<file path="src/design/rmc_pkg.sv">
`timescale 1ns / 1ps
`default_nettype none

package rmc_pkg;

   localparam int MAX_RECTS   = 16;
   localparam int IDX_W       = $clog2(MAX_RECTS);
   localparam int COUNT_W     = 5;
   localparam int QUEUE_DEPTH = 2;

   typedef logic [IDX_W-1:0]   idx_type;
   typedef logic [COUNT_W-1:0] count_type;
   typedef logic signed [15:0] coord_type;
   typedef logic [14:0]        size_type;
   typedef logic signed [16:0] delta_type;
   typedef logic signed [17:0] wide_type;

   typedef enum logic {
      OP_LOAD = 1'b0,
      OP_MOVE = 1'b1
   } op_type;

   typedef enum logic [2:0] {
      DIR_UP    = 3'd0,
      DIR_DOWN  = 3'd1,
      DIR_LEFT  = 3'd2,
      DIR_RIGHT = 3'd3,
      DIR_NONE  = 3'd4
   } dir_type;

   typedef enum logic [2:0] {
      STATUS_MOVED     = 3'd0,
      STATUS_BLOCKED   = 3'd1,
      STATUS_RANGE     = 3'd2,
      STATUS_LOADED    = 3'd3,
      STATUS_BAD_INDEX = 3'd4
   } status_type;

   typedef enum logic [1:0] {
      KIND_LOAD,
      KIND_MOVE,
      KIND_BAD
   } kind_type;

   typedef enum logic [1:0] {
      ST_IDLE,
      ST_CAND,
      ST_SCAN,
      ST_DONE
   } back_state_type;

   typedef struct packed {
      coord_type x;
      coord_type y;
      size_type  w;
      size_type  h;
   } rect_type;

   localparam rect_type RECT_RESET = '{x: 16'sd0, y: 16'sd0, w: 15'd1, h: 15'd1};

   // Work item handed from the front to the back through the queue.
   typedef struct packed {
      kind_type  kind;
      idx_type   index;
      rect_type  rect;
      delta_type delta_x;
      delta_type delta_y;
   } item_type;

   function automatic count_type used_count(input count_type rect_count);
      count_type result;
      if (rect_count > count_type'(MAX_RECTS)) begin
         result = count_type'(MAX_RECTS);
      end else begin
         result = rect_count;
      end
      return result;
   endfunction

endpackage

`default_nettype wire

</file>
<file path="src/design/rmc_front.sv">
`timescale 1ns / 1ps
`default_nettype none

module rmc_front (
   input  wire logic              req_valid,
   output logic                   req_stall,
   input  wire logic              req_op,
   input  wire logic [3:0]        req_index,
   input  wire logic signed [15:0] req_pos_x,
   input  wire logic signed [15:0] req_pos_y,
   input  wire logic [14:0]       req_width,
   input  wire logic [14:0]       req_height,
   input  wire logic [2:0]        req_direction,
   input  wire logic signed [15:0] req_distance,
   input  wire rmc_pkg::count_type rect_count,
   input  wire logic              queue_full,
   output logic                   push,
   output rmc_pkg::item_type      push_item
);

   rmc_pkg::count_type used;
   rmc_pkg::delta_type move_dist;

   assign used      = rmc_pkg::used_count(rect_count);
   assign move_dist = rmc_pkg::delta_type'(req_distance);
   assign req_stall = queue_full;
   assign push      = req_valid && !queue_full;

   // Classify the item and turn the direction into a signed offset per axis.
   always_comb begin
      push_item.index   = rmc_pkg::idx_type'(req_index);
      push_item.rect.x  = req_pos_x;
      push_item.rect.y  = req_pos_y;
      push_item.rect.w  = req_width;
      push_item.rect.h  = req_height;
      push_item.delta_x = '0;
      push_item.delta_y = '0;
      if (rmc_pkg::count_type'(req_index) >= used) begin
         push_item.kind = rmc_pkg::KIND_BAD;
      end else if (rmc_pkg::op_type'(req_op) == rmc_pkg::OP_LOAD) begin
         push_item.kind = rmc_pkg::KIND_LOAD;
      end else begin
         push_item.kind = rmc_pkg::KIND_MOVE;
      end
      case (rmc_pkg::dir_type'(req_direction))
         rmc_pkg::DIR_UP:    push_item.delta_y = move_dist;
         rmc_pkg::DIR_DOWN:  push_item.delta_y = -move_dist;
         rmc_pkg::DIR_LEFT:  push_item.delta_x = -move_dist;
         rmc_pkg::DIR_RIGHT: push_item.delta_x = move_dist;
         default: begin
            push_item.delta_x = '0;
            push_item.delta_y = '0;
         end
      endcase
   end

endmodule

`default_nettype wire

</file>
<file path="src/design/rmc_queue.sv">
`timescale 1ns / 1ps
`default_nettype none

module rmc_queue (
   input  wire logic              clock,
   input  wire logic              reset,
   input  wire logic              push,
   input  wire rmc_pkg::item_type push_item,
   output logic                   full,
   input  wire logic              pop,
   output logic                   pop_valid,
   output rmc_pkg::item_type      pop_item
);

   localparam int PTR_W = $clog2(rmc_pkg::QUEUE_DEPTH);
   localparam int CNT_W = $clog2(rmc_pkg::QUEUE_DEPTH + 1);

   typedef logic [PTR_W-1:0] ptr_type;
   typedef logic [CNT_W-1:0] cnt_type;

   rmc_pkg::item_type slot_ff [rmc_pkg::QUEUE_DEPTH];
   ptr_type wr_ptr_ff, wr_ptr_in;
   ptr_type rd_ptr_ff, rd_ptr_in;
   cnt_type count_ff, count_in;
   logic    do_pop;

   assign full      = (count_ff == cnt_type'(rmc_pkg::QUEUE_DEPTH));
   assign pop_valid = (count_ff != '0);
   assign pop_item  = slot_ff[rd_ptr_ff];
   assign do_pop    = pop && pop_valid;

   always_comb begin
      wr_ptr_in = push ? ptr_type'(wr_ptr_ff + 1'b1) : wr_ptr_ff;
      rd_ptr_in = do_pop ? ptr_type'(rd_ptr_ff + 1'b1) : rd_ptr_ff;
      count_in  = count_ff;
      if (push && !do_pop) begin
         count_in = cnt_type'(count_ff + 1'b1);
      end else if (!push && do_pop) begin
         count_in = cnt_type'(count_ff - 1'b1);
      end
   end

   always_ff @(posedge clock) begin
      if (reset) begin
         wr_ptr_ff <= '0;
         rd_ptr_ff <= '0;
         count_ff  <= '0;
      end else begin
         wr_ptr_ff <= wr_ptr_in;
         rd_ptr_ff <= rd_ptr_in;
         count_ff  <= count_in;
      end
   end

   always_ff @(posedge clock) begin
      if (push) begin
         slot_ff[wr_ptr_ff] <= push_item;
      end
   end

endmodule

`default_nettype wire

</file>
<file path="src/design/rmc_back.sv">
`timescale 1ns / 1ps
`default_nettype none

module rmc_back (
   input  wire logic              clock,
   input  wire logic              reset,
   input  wire rmc_pkg::count_type rect_count,
   input  wire logic              q_valid,
   input  wire rmc_pkg::item_type q_item,
   output logic                   q_pop,
   output logic                   rsp_valid,
   input  wire logic              rsp_stall,
   output logic [2:0]             rsp_status,
   output logic [3:0]             rsp_entry_index,
   output logic signed [15:0]     rsp_new_x,
   output logic signed [15:0]     rsp_new_y
);

   rmc_pkg::back_state_type state_ff, state_in;

   // Rectangle table: one write and one registered read per cycle.
   rmc_pkg::rect_type mem_ff [rmc_pkg::MAX_RECTS];
   logic [rmc_pkg::MAX_RECTS-1:0] written_ff;
   rmc_pkg::rect_type rd_data_ff;
   logic              rd_written_ff;
   rmc_pkg::rect_type rd_entry;
   rmc_pkg::idx_type  rd_addr;

   logic              wr_en;
   rmc_pkg::idx_type  wr_addr;
   rmc_pkg::rect_type wr_data;

   rmc_pkg::item_type   item_ff;
   rmc_pkg::idx_type    scan_ff;
   rmc_pkg::rect_type   cand_ff;
   rmc_pkg::coord_type  orig_x_ff, orig_y_ff;
   rmc_pkg::status_type status_ff;

   rmc_pkg::idx_type  last_idx;
   rmc_pkg::wide_type sum_x, sum_y;
   logic              in_range;
   logic              touch, hit, scan_end, out_free;

   rmc_pkg::wide_type ax, ay, bx, by;

   logic              out_load;
   rmc_pkg::status_type out_status;
   rmc_pkg::coord_type out_x, out_y;

   logic                rsp_valid_ff, rsp_valid_in;
   rmc_pkg::status_type rsp_status_ff;
   rmc_pkg::idx_type    rsp_index_ff;
   rmc_pkg::coord_type  rsp_x_ff, rsp_y_ff;

   assign last_idx = rmc_pkg::idx_type'(rmc_pkg::used_count(rect_count) - 1'b1);
   assign rd_entry = rd_written_ff ? rd_data_ff : rmc_pkg::RECT_RESET;
   assign out_free = !rsp_valid_ff || !rsp_stall;

   // Candidate position; it is in range when the top three bits agree.
   assign sum_x    = rmc_pkg::wide_type'(rd_entry.x) + rmc_pkg::wide_type'(item_ff.delta_x);
   assign sum_y    = rmc_pkg::wide_type'(rd_entry.y) + rmc_pkg::wide_type'(item_ff.delta_y);
   assign in_range = (sum_x[17:15] == {3{sum_x[15]}}) && (sum_y[17:15] == {3{sum_y[15]}});

   // Closed-interval overlap test against the entry read for this scan step.
   assign ax    = rmc_pkg::wide_type'(cand_ff.x);
   assign ay    = rmc_pkg::wide_type'(cand_ff.y);
   assign bx    = rmc_pkg::wide_type'(rd_entry.x);
   assign by    = rmc_pkg::wide_type'(rd_entry.y);
   assign touch = (ax <= bx + rmc_pkg::wide_type'(rd_entry.w)) &&
                  (bx <= ax + rmc_pkg::wide_type'(cand_ff.w)) &&
                  (ay <= by + rmc_pkg::wide_type'(rd_entry.h)) &&
                  (by <= ay + rmc_pkg::wide_type'(cand_ff.h));
   assign hit      = touch && (scan_ff != item_ff.index);
   assign scan_end = hit || (scan_ff == last_idx);

   always_comb begin
      state_in = state_ff;
      case (state_ff)
         rmc_pkg::ST_IDLE: begin
            if (q_valid && out_free && q_item.kind == rmc_pkg::KIND_MOVE) begin
               state_in = rmc_pkg::ST_CAND;
            end
         end
         rmc_pkg::ST_CAND: begin
            state_in = in_range ? rmc_pkg::ST_SCAN : rmc_pkg::ST_DONE;
         end
         rmc_pkg::ST_SCAN: begin
            if (scan_end) begin
               state_in = rmc_pkg::ST_DONE;
            end
         end
         rmc_pkg::ST_DONE: begin
            if (out_free) begin
               state_in = rmc_pkg::ST_IDLE;
            end
         end
         default: state_in = rmc_pkg::ST_IDLE;
      endcase
   end

   always_comb begin
      q_pop      = 1'b0;
      rd_addr    = item_ff.index;
      wr_en      = 1'b0;
      wr_addr    = item_ff.index;
      wr_data    = cand_ff;
      out_load   = 1'b0;
      out_status = status_ff;
      out_x      = orig_x_ff;
      out_y      = orig_y_ff;
      case (state_ff)
         rmc_pkg::ST_IDLE: begin
            rd_addr = q_item.index;
            if (q_valid && out_free) begin
               q_pop = 1'b1;
               case (q_item.kind)
                  rmc_pkg::KIND_LOAD: begin
                     wr_en      = 1'b1;
                     wr_addr    = q_item.index;
                     wr_data    = q_item.rect;
                     out_load   = 1'b1;
                     out_status = rmc_pkg::STATUS_LOADED;
                     out_x      = q_item.rect.x;
                     out_y      = q_item.rect.y;
                  end
                  rmc_pkg::KIND_MOVE: begin
                     out_load = 1'b0;
                  end
                  default: begin
                     out_load   = 1'b1;
                     out_status = rmc_pkg::STATUS_BAD_INDEX;
                     out_x      = '0;
                     out_y      = '0;
                  end
               endcase
            end
         end
         rmc_pkg::ST_CAND: begin
            rd_addr = '0;
         end
         rmc_pkg::ST_SCAN: begin
            rd_addr = rmc_pkg::idx_type'(scan_ff + 1'b1);
         end
         rmc_pkg::ST_DONE: begin
            if (out_free) begin
               out_load = 1'b1;
               if (status_ff == rmc_pkg::STATUS_MOVED) begin
                  wr_en = 1'b1;
                  out_x = cand_ff.x;
                  out_y = cand_ff.y;
               end
            end
         end
         default: q_pop = 1'b0;
      endcase
   end

   always_ff @(posedge clock) begin
      if (reset) begin
         state_ff   <= rmc_pkg::ST_IDLE;
         written_ff <= '0;
      end else begin
         state_ff <= state_in;
         if (wr_en) begin
            written_ff[wr_addr] <= 1'b1;
         end
      end
   end

   always_ff @(posedge clock) begin
      if (wr_en) begin
         mem_ff[wr_addr] <= wr_data;
      end
      rd_data_ff    <= mem_ff[rd_addr];
      rd_written_ff <= written_ff[rd_addr];
   end

   always_ff @(posedge clock) begin
      if (q_pop) begin
         item_ff <= q_item;
      end
      case (state_ff)
         rmc_pkg::ST_CAND: begin
            cand_ff.x <= rmc_pkg::coord_type'(sum_x);
            cand_ff.y <= rmc_pkg::coord_type'(sum_y);
            cand_ff.w <= rd_entry.w;
            cand_ff.h <= rd_entry.h;
            orig_x_ff <= rd_entry.x;
            orig_y_ff <= rd_entry.y;
            scan_ff   <= '0;
            status_ff <= in_range ? rmc_pkg::STATUS_MOVED : rmc_pkg::STATUS_RANGE;
         end
         rmc_pkg::ST_SCAN: begin
            scan_ff <= rmc_pkg::idx_type'(scan_ff + 1'b1);
            if (hit) begin
               status_ff <= rmc_pkg::STATUS_BLOCKED;
            end
         end
         default: scan_ff <= scan_ff;
      endcase
   end

   // Output register: holds a result while the receiver stalls.
   assign rsp_valid_in = out_load || (rsp_valid_ff && rsp_stall);

   always_ff @(posedge clock) begin
      if (reset) begin
         rsp_valid_ff <= 1'b0;
      end else begin
         rsp_valid_ff <= rsp_valid_in;
      end
   end

   always_ff @(posedge clock) begin
      if (out_load) begin
         rsp_status_ff <= out_status;
         rsp_index_ff  <= (state_ff == rmc_pkg::ST_IDLE) ? q_item.index : item_ff.index;
         rsp_x_ff      <= out_x;
         rsp_y_ff      <= out_y;
      end
   end

   assign rsp_valid       = rsp_valid_ff;
   assign rsp_status      = rsp_status_ff;
   assign rsp_entry_index = 4'(rsp_index_ff);
   assign rsp_new_x       = rsp_x_ff;
   assign rsp_new_y       = rsp_y_ff;

endmodule

`default_nettype wire

</file>
<file path="src/design/rect_move_with_collision_core.sv">
// Rectangle table with collision-checked moves.
// Input channel (req_*): one transfer is one item, either a load of a table
// entry (op 0) or a move of an entry by a signed distance in one direction
// (op 1). Result channel (rsp_*): exactly one transfer per item, in order,
// carrying a status code, the entry index and the entry position afterward.
// Both channels transfer when valid is high and stall is low.
// Configuration (csr_*): csr_wr_en writes csr_wr_data into the count of
// entries in use; write it only while no item is in flight.
// Path: a load or a bad index passes through the queue slot and then the
// output register. A move walks the entries in use through the table's single
// read port, one entry per cycle, after a candidate step, and stops early on a
// collision; a move out of coordinate range skips the walk. While the receiver
// does not stall, the back end takes a load or a bad index every cycle; it
// takes no new item while a move is under way.
// A two-entry queue sits between the input side and the execution side, so up
// to two items are taken while a result waits. When the receiver stalls, the
// result is held in the output register, the back end takes no new item and
// keeps any finished move waiting, and the input stalls once the queue fills.
// Reset returns every entry to a unit square at the origin, sets the count to
// 16 and empties the queue and the output register.
`timescale 1ns / 1ps
`default_nettype none

module rect_move_with_collision_core (
   input  wire logic              clock,
   input  wire logic              reset,
   input  wire logic              csr_wr_en,
   input  wire logic [4:0]        csr_wr_data,
   input  wire logic              req_valid,
   output logic                   req_stall,
   input  wire logic              req_op,
   input  wire logic [3:0]        req_index,
   input  wire logic signed [15:0] req_pos_x,
   input  wire logic signed [15:0] req_pos_y,
   input  wire logic [14:0]       req_width,
   input  wire logic [14:0]       req_height,
   input  wire logic [2:0]        req_direction,
   input  wire logic signed [15:0] req_distance,
   output logic                   rsp_valid,
   input  wire logic              rsp_stall,
   output logic [2:0]             rsp_status,
   output logic [3:0]             rsp_entry_index,
   output logic signed [15:0]     rsp_new_x,
   output logic signed [15:0]     rsp_new_y
);

   // Count of entries in use, as written over the configuration port.
   rmc_pkg::count_type rect_count_ff, rect_count_in;

   logic              push, queue_full, q_valid, q_pop;
   rmc_pkg::item_type push_item, q_item;

   assign rect_count_in = csr_wr_en ? rmc_pkg::count_type'(csr_wr_data) : rect_count_ff;

   always_ff @(posedge clock) begin
      if (reset) begin
         rect_count_ff <= rmc_pkg::count_type'(16);
      end else begin
         rect_count_ff <= rect_count_in;
      end
   end

   // Front end: takes input transfers and sorts them into load, move or bad index.
   rmc_front u_front (
      .req_valid     (req_valid),
      .req_stall     (req_stall),
      .req_op        (req_op),
      .req_index     (req_index),
      .req_pos_x     (req_pos_x),
      .req_pos_y     (req_pos_y),
      .req_width     (req_width),
      .req_height    (req_height),
      .req_direction (req_direction),
      .req_distance  (req_distance),
      .rect_count    (rect_count_ff),
      .queue_full    (queue_full),
      .push          (push),
      .push_item     (push_item)
   );

   // Queue that decouples the two halves.
   rmc_queue u_queue (
      .clock     (clock),
      .reset     (reset),
      .push      (push),
      .push_item (push_item),
      .full      (queue_full),
      .pop       (q_pop),
      .pop_valid (q_valid),
      .pop_item  (q_item)
   );

   // Back end: owns the table, runs the collision scan and the result register.
   rmc_back u_back (
      .clock           (clock),
      .reset           (reset),
      .rect_count      (rect_count_ff),
      .q_valid         (q_valid),
      .q_item          (q_item),
      .q_pop           (q_pop),
      .rsp_valid       (rsp_valid),
      .rsp_stall       (rsp_stall),
      .rsp_status      (rsp_status),
      .rsp_entry_index (rsp_entry_index),
      .rsp_new_x       (rsp_new_x),
      .rsp_new_y       (rsp_new_y)
   );

endmodule

`default_nettype wire
</file>
<file path="config.mk">
export PLATFORM = sky130hd
export DESIGN_NAME = rect_move_with_collision_core
export DESIGN_NICKNAME = d
export VERILOG_FILES = /design/src/design/rmc_pkg.sv /design/src/design/rmc_front.sv /design/src/design/rmc_queue.sv /design/src/design/rmc_back.sv /design/src/design/rect_move_with_collision_core.sv
export SDC_FILE = /design/constraint.sdc
export NUM_CORES = 2
export LEC_CHECK = 0
export CORE_ASPECT_RATIO = 1.4
export CORE_MARGIN = 2
export CORE_UTILIZATION = 50
export CTS_CLUSTER_DIAMETER = 100
export DETAILED_ROUTE_END_ITERATION = 6
export DONT_BUFFER_PORTS = 1
export HOLD_SLACK_MARGIN = 0.08
export PLACE_DENSITY = 0.75
export SLEW_MARGIN = 40
export SYNTH_ARGS = -nofsm -noshare
export SYNTH_HDL_FRONTEND = slang
export SYNTH_HIERARCHICAL = 1
export SYNTH_SLANG_ARGS = --single-unit
</file>
<file path="constraint.sdc">
create_clock -name clock -period 11.33 [get_ports clock]
set_clock_uncertainty 0.1 [all_clocks]
set_input_delay 0.5665 -clock clock [delete_from_list [all_inputs] [get_ports clock]]
set_output_delay 0.5665 -clock clock [all_outputs]
set_load 0.1 [all_outputs]
</file>
After elaboration in Yosys (flattened, before gate mapping). Memories as Yosys holds them, arrays and structs flattened. A register that Yosys moved wholly into a read port is not among the register bits. Cells that the tools add are included.

Flip-flop bits (word level): 207. RAM bits: 1196. Input port bits: 96. Memories kept: 2.

$add $sub $neg: 13. Order comparisons: 9. Equality and inequality tests: 16. Multiplexer cells: 59. Bitwise operators: 1. Reductions and logical operators: 30.

Memory list: u_back.mem_ff (depth 16, bits a word 62, rd ports 1, clocked after Yosys merged registers in 1, write ports 1, RTL line rmc_back.sv:22) `rmc_pkg::rect_type mem_ff [rmc_pkg::MAX_RECTS];`; u_queue.slot_ff (depth 2, bits a word 102, rd ports 1, clocked after Yosys merged registers in 1, write ports 1, RTL line rmc_queue.sv:21) `rmc_pkg::item_type slot_ff [rmc_pkg::QUEUE_DEPTH];`.

Operator list (number): 62-bit two-way mux (4); 16-bit one-hot mux with 2 select lines (4); 16-bit two-way mux (6); 16-bit by 16-bit adder with 17-bit output (4); 16-bit by 17-bit less-or-equal comparator with 1-bit output (4); 17-bit one-hot mux with 2 select lines (2); 16-bit by 17-bit adder with 18-bit output (2); 1-bit two-way mux (19); 16-bit negation with 17-bit output (1); 4-bit two-way mux (4); 16-bit OR (1); 2-bit two-way mux (7); 1-bit logical AND (13); 3-bit one-hot mux with 2 select lines (2); 4-bit one-hot mux with 3 select lines (1); 4-bit by 5-bit less-than comparator with 1-bit output (second input constant) (2); 3-bit two-way mux (3); 2-bit by 1-bit != test with 1-bit output (second input constant) (4); 2-bit one-hot mux with 4 select lines (1); 4-bit one-hot mux with 2 select lines (1); 2-bit equality test (second input constant) (3); 3-bit by 2-bit equality test with 1-bit output (second input constant) (2); 3-bit logical NOT (2); 2-bit nonzero test (3); 22 further kinds (33).

Logic depth before layout (Yosys ltp).
Word-level depth: 10. Depth in mapped cells: 28.

Modules after synthesis. The synthesis kept the hierarchy.

By module, submodules not included: rmc_back (instances 1, cells an instance 3143, area an instance 53008.3 um2); rmc_queue (instances 1, cells an instance 339, area an instance 7593.5 um2); rmc_front (instances 1, cells an instance 224, area an instance 1534.0 um2); rect_move_with_collision_core (instances 1, cells an instance 16, area an instance 183.9 um2).

Worst setup path before layout. Ideal clock, no wire load.

Path type: register -> register. Start: register u_queue.count_ff[0]. End: memory u_queue/slot_ff[0][0] (netlist name), enable pin. Setup time: 576 ps. Data arrival time: 5366 ps. Data required time: 10654 ps. Setup slack: 5288 ps. Cell stages (with the launch flop): 4. Period minus slack after synthesis: 6042 ps. Cells stage by stage: dfxtp_1 > and2b_2 > nor2b_1 > nor2b_1.

Word-level cells in the longest chain between the ends: 5.

RTL lines: from (decl) (RTL line rmc_queue.sv:24) `cnt_type count_ff, count_in;`; from (signal assigned) (RTL line rmc_queue.sv:51) `count_ff <= count_in;`; 2-bit equality test (RTL line rmc_queue.sv:27) `assign full = (count_ff == cnt_type'(rmc_pkg::QUEUE_DEPTH));`; named net queue_full (RTL line rect_move_with_collision_core.sv:50) `logic push, queue_full, q_valid, q_pop;`; 1-bit logical NOT (RTL line rmc_front.sv:27) `assign push = req_valid && !queue_full;`; 1-bit logical AND (RTL line rmc_front.sv:27); named net push (RTL line rect_move_with_collision_core.sv:50); 1-bit two-way mux (RTL line rmc_queue.sv:56) `if (push) begin`; 1-bit two-way mux (not written as such) (RTL line rmc_queue.sv:57) `slot_ff[wr_ptr_ff] <= push_item;`; to (decl) (RTL line rmc_queue.sv:21).

The timed path passes the listed nets, and every way through them passes these cells.

==> out/metrics.csv <==
stage,metric,value,unit
sta,Final Slew Violations,0,
pwr,combinational share of power,0.372,
synth,Main synth FF type,edfxtp_1,
floorplan,IO Pins,137,
synth,mux share of post-synthesis cell area,0.122,
sta,Tcrit/Tclk final,0.603,
global_route,first-pass GRT wire length,215000,um
floorplan,Initial Util,0.503,
cts,CTS tree,built,
sta,final-report setup violation count,0,
sta,hold slack,0.123,ns
worst_setup_path,Crit path required time,11.88,ns
cts,Clock H-tree levels,3,
worst_setup_path,slowest stage cell on the critical path,dfxtp_2,
pwr,LEAKAGE,23.5,nW
run_status,outcome,completed,
pwr,total chip power,19.8,mW
synth,Adder-Cell Fraction of Synth Area,0.0346,
layout,post-route cell area,69600,um2
worst_hold_path,hold crit path type,in2reg,
synth,synth warn,6,
pwr,switching share of total power,0.357,
sta,post-route setup TNS,0,ns
synth,most common cell in the netlist,edfxtp_1,
worst_setup_path,Top Family by Delay on Critical Path,compound AO/OA/AOI/OAI gates,
pwr,switching power,7.07,mW
global_route,number of global-route vias before repair,34000,
global_route,largest net degree at the start of global routing,101,
placed_design,Post-DP Area,64200,um2
sta,unrepaired setup endpoints after global routing,no,
synth,syn avg cell area,16.7,um2
synth,synth cell count leaders,"1373 x edfxtp_1, 274 x nand2_1, 253 x mux4_2, 160 x ha_1, 149 x nor2_1",
pwr,VDD IR max,0.333,mV
cts,# clock sinks,1465,
worst_setup_path,Buf/Inv on CP,1,
placed_design,DP Wirelength,86100,um
synth,xor/xnor share of the synthesized area,0.0186,
synth,Syn Nets,3982,
run,max_cap viols,0,
cts,Num CTS Buffers,121,
pwr,clock share of power,0.220,
layout,layout cells sized above 1,0.185,
synth,post-synthesis cell count,3722,
layout,fin nets,4055,
cts,postcts setup bufs,0,
cts,Worst-Skew Late Latency,0.76,ns
worst_setup_path,WS Path Type,reg2reg,
floorplan,die area,128000,um2
pwr,Int Power,12.7,mW
cts,worst-case clock buffer depth,3,
cts,Worst-path clk slew,0.07,ns
pwr,Power Dens Cells,284,nW/um2
detailed_routing,DR iter-0 viols,3859,
worst_setup_path,Worst Setup Start Kind,register,
synth,Yosys top cell area share,0.662,
synth,largest family of logic cells by synthesized area,multiplexers,
worst_setup_path,Setup crit end kind,register,
global_route,Overflow after GRT,0,
sta,Worst Max-Slew Pin Slew,0.913,ns
synth,ys async rst share,0,
synth,synth top area cells,"edfxtp_1 66%, mux4_2 9.1%, ha_1 3.2%, dfxtp_1 3.0%, mux2_2 2.0%",
sta,Final Critical Period,6.83,ns
synth,simple-gate share of the synthesized area,0.0555,
layout,Area growth syn-to-layout,11.6,%
floorplan,Core ar.,124000,um2
floorplan,Die X,302,um
placed_design,dpl cells,5188,
synth,"Distinct cells, synth",94,
layout,Final Instance Count excl. Fillers,5532,
detailed_routing,Final ANT Viol Nets,0,
detailed_routing,vias,33800,
sta,Fmax,146,MHz
placed_design,Port Buffers,0,
worst_setup_path,Critical Path Most Common Cell,o21bai_1,
floorplan,Die H,422,um
sta,Final Hold Fails,0,
sta,Rel. slew slack,0.393,
synth,Synth area leader,edfxtp_1,
synth,synthesized cell area,62300,um2
synth,Synth Area in Compound Gates,0.0540,
detailed_routing,Detailed Route WL,147000,um
global_route,Tot GR Track Use,0.228,
synth,post-synthesis sequential area ratio,0.691,
synth,Yosys reg bits,1465,
detailed_routing,DR pass1 iterations,7,
cts,root buffer cell,clkbuf_16,
worst_setup_path,crit-path cells,buf_4 > nand2b_1 > ha_1 > fa_1 > maj3_1 > a31oi_1 > o21bai_1 > a21oi_1 > o21bai_1 > a21oi_1 > o21ai_0 > a41oi_1 > o21bai_1 > xnor2_1 > ha_1 > nand3_1 > or4_1 > nand2_1 > a31oi_1 > a211oi_1 > o311a_1 > o22ai_1 > or3_1 > o311ai_1,
worst_setup_path,crit-path max FO,57,
detailed_routing,drc violations,0,
worst_setup_path,arrival time worst endpoint,7.38,ns
detailed_routing,DR vias/cell,6.12,
worst_setup_path,CP max stage delay,0.67,ns
synth,Post-synth EDFFs,1373,
floorplan,Row Count,153,
pwr,Flop pwr share,0.408,
detailed_routing,average routed wire per standard cell,26.5,um
global_route,antenna violations before repair,11,
placed_design,RePlAce Congestion,0.922,
final timing paths:
kind | startpoint | to | slack, ns | cells after the start
setup / recovery | u_back/rd_written_ff | u_back/state_ff[0] | 4.50 | 24
hold / removal | req_direction[0] | u_queue/slot_ff[1][23] | 0.12 | 3
setup reg to reg | u_back/rd_written_ff | u_back/state_ff[0] | 4.50 | 24
hold reg to reg | u_back/written_ff[3] | u_back/written_ff[3] | 0.38 | 2
layout make-up:
| cell class | count | area [um2] |
|---|---|---|
| multi-input cells | 1962 | 18000 |
| fillers | 9052 | 54300 |
| repair buffers | 190 | 2090 |
| flip-flops and latches | 1465 | 43100 |
| inverters | 55 | 206 |
| clock inverters | 73 | 896 |
| clock buffers | 158 | 3270 |
| well taps | 1627 | 2040 |
| diodes | 2 | 5.00 |
cell families (layout without fill, tap and decap cells):
| kind of cell | after synthesis | count (layout) |
|---|---|---|
| xor gates and xnor gates | 132 | 132 |
| and+or+nand+nor | 718 | 718 |
| adders and majority gates | 171 | 171 |
| buffers and inverters | 295 | 476 |
| AOI/OAI and AO/OA | 509 | 509 |
| DFF | 1465 | 1465 |
| muxes | 432 | 432 |
| other | 0 | 2 |
sequential cells by signal (all words and copies together) (netlist names), 4 cells and up, named ones only:
signal,cells
u_back/cand_ff,30
u_queue/slot_ff,204
u_back/rsp_entry_index,4
u_back/rsp_new_x,16
rect_count_ff,5
u_back/ax,16
u_back/ay,16
u_back/orig_y_ff,16
u_back/item_ff,38
u_back/rsp_new_y,16
u_back/mem_ff,992
u_back/orig_x_ff,16
u_back/written_ff,16
u_back/rd_data_ff,62
u_back/scan_ff,4
layout by cell type (no fill, tap or decap), types with 73 or more instances in the layout:
master	Yosys	layout
edfxtp_1	1373	1373
mux2_2	108	108
mux4_2	253	253
clkbuf_16	0	125
ha_1	160	159
nor2b_1	82	81
dfxtp_1	92	89
dlygate4sd3_1	0	104
xnor2_1	78	78
o21ai_0	92	92
a211oi_1	73	73
nor2_1	149	133
nand2_1	274	274
a21oi_1	148	143
through the flow:
stage | utilization | worst slack, ns
floorplan | - | 5.29
detailed placement | 0.518 | 4.66
global placement | 0.515 | 4.74
finish | 0.562 | 4.50
global route | 0.562 | 3.95
CTS | 0.560 | 4.61
power by group through the flow:
stage,Sequential [mW],Clock (mW),Combinational [mW]
after floorplan,8.12,0,5.18
after global placement,8.36,0,6.76
after detailed placement,8.24,0,7.15
after CTS,8.14,4.41,7.24
after global routing,8.12,4.60,7.96
final,8.08,4.36,7.36
layer usage:
layer  global-route usage  vias up  share of wire
li1                     -    14600              -
met1                0.306    17400           0.39
met2                0.380     1536           0.50
met3               0.0330      292          0.079
met4               0.0842       18          0.035
met5                    0        -         0.0010
what timing repair did:
item,CTS,global route
gates resized for setup,0,0
hold endpoints to repair,219,0
hold buffers,105,0
tightest hold or removal path, delay by kind of cell:
kind / cells / cell delay, ns
compound gates: 1 / 0.03
simple gates: 1 / 0.06
xor+xnor: 1 / 0.13
Power figures use the tool's default switching activity.
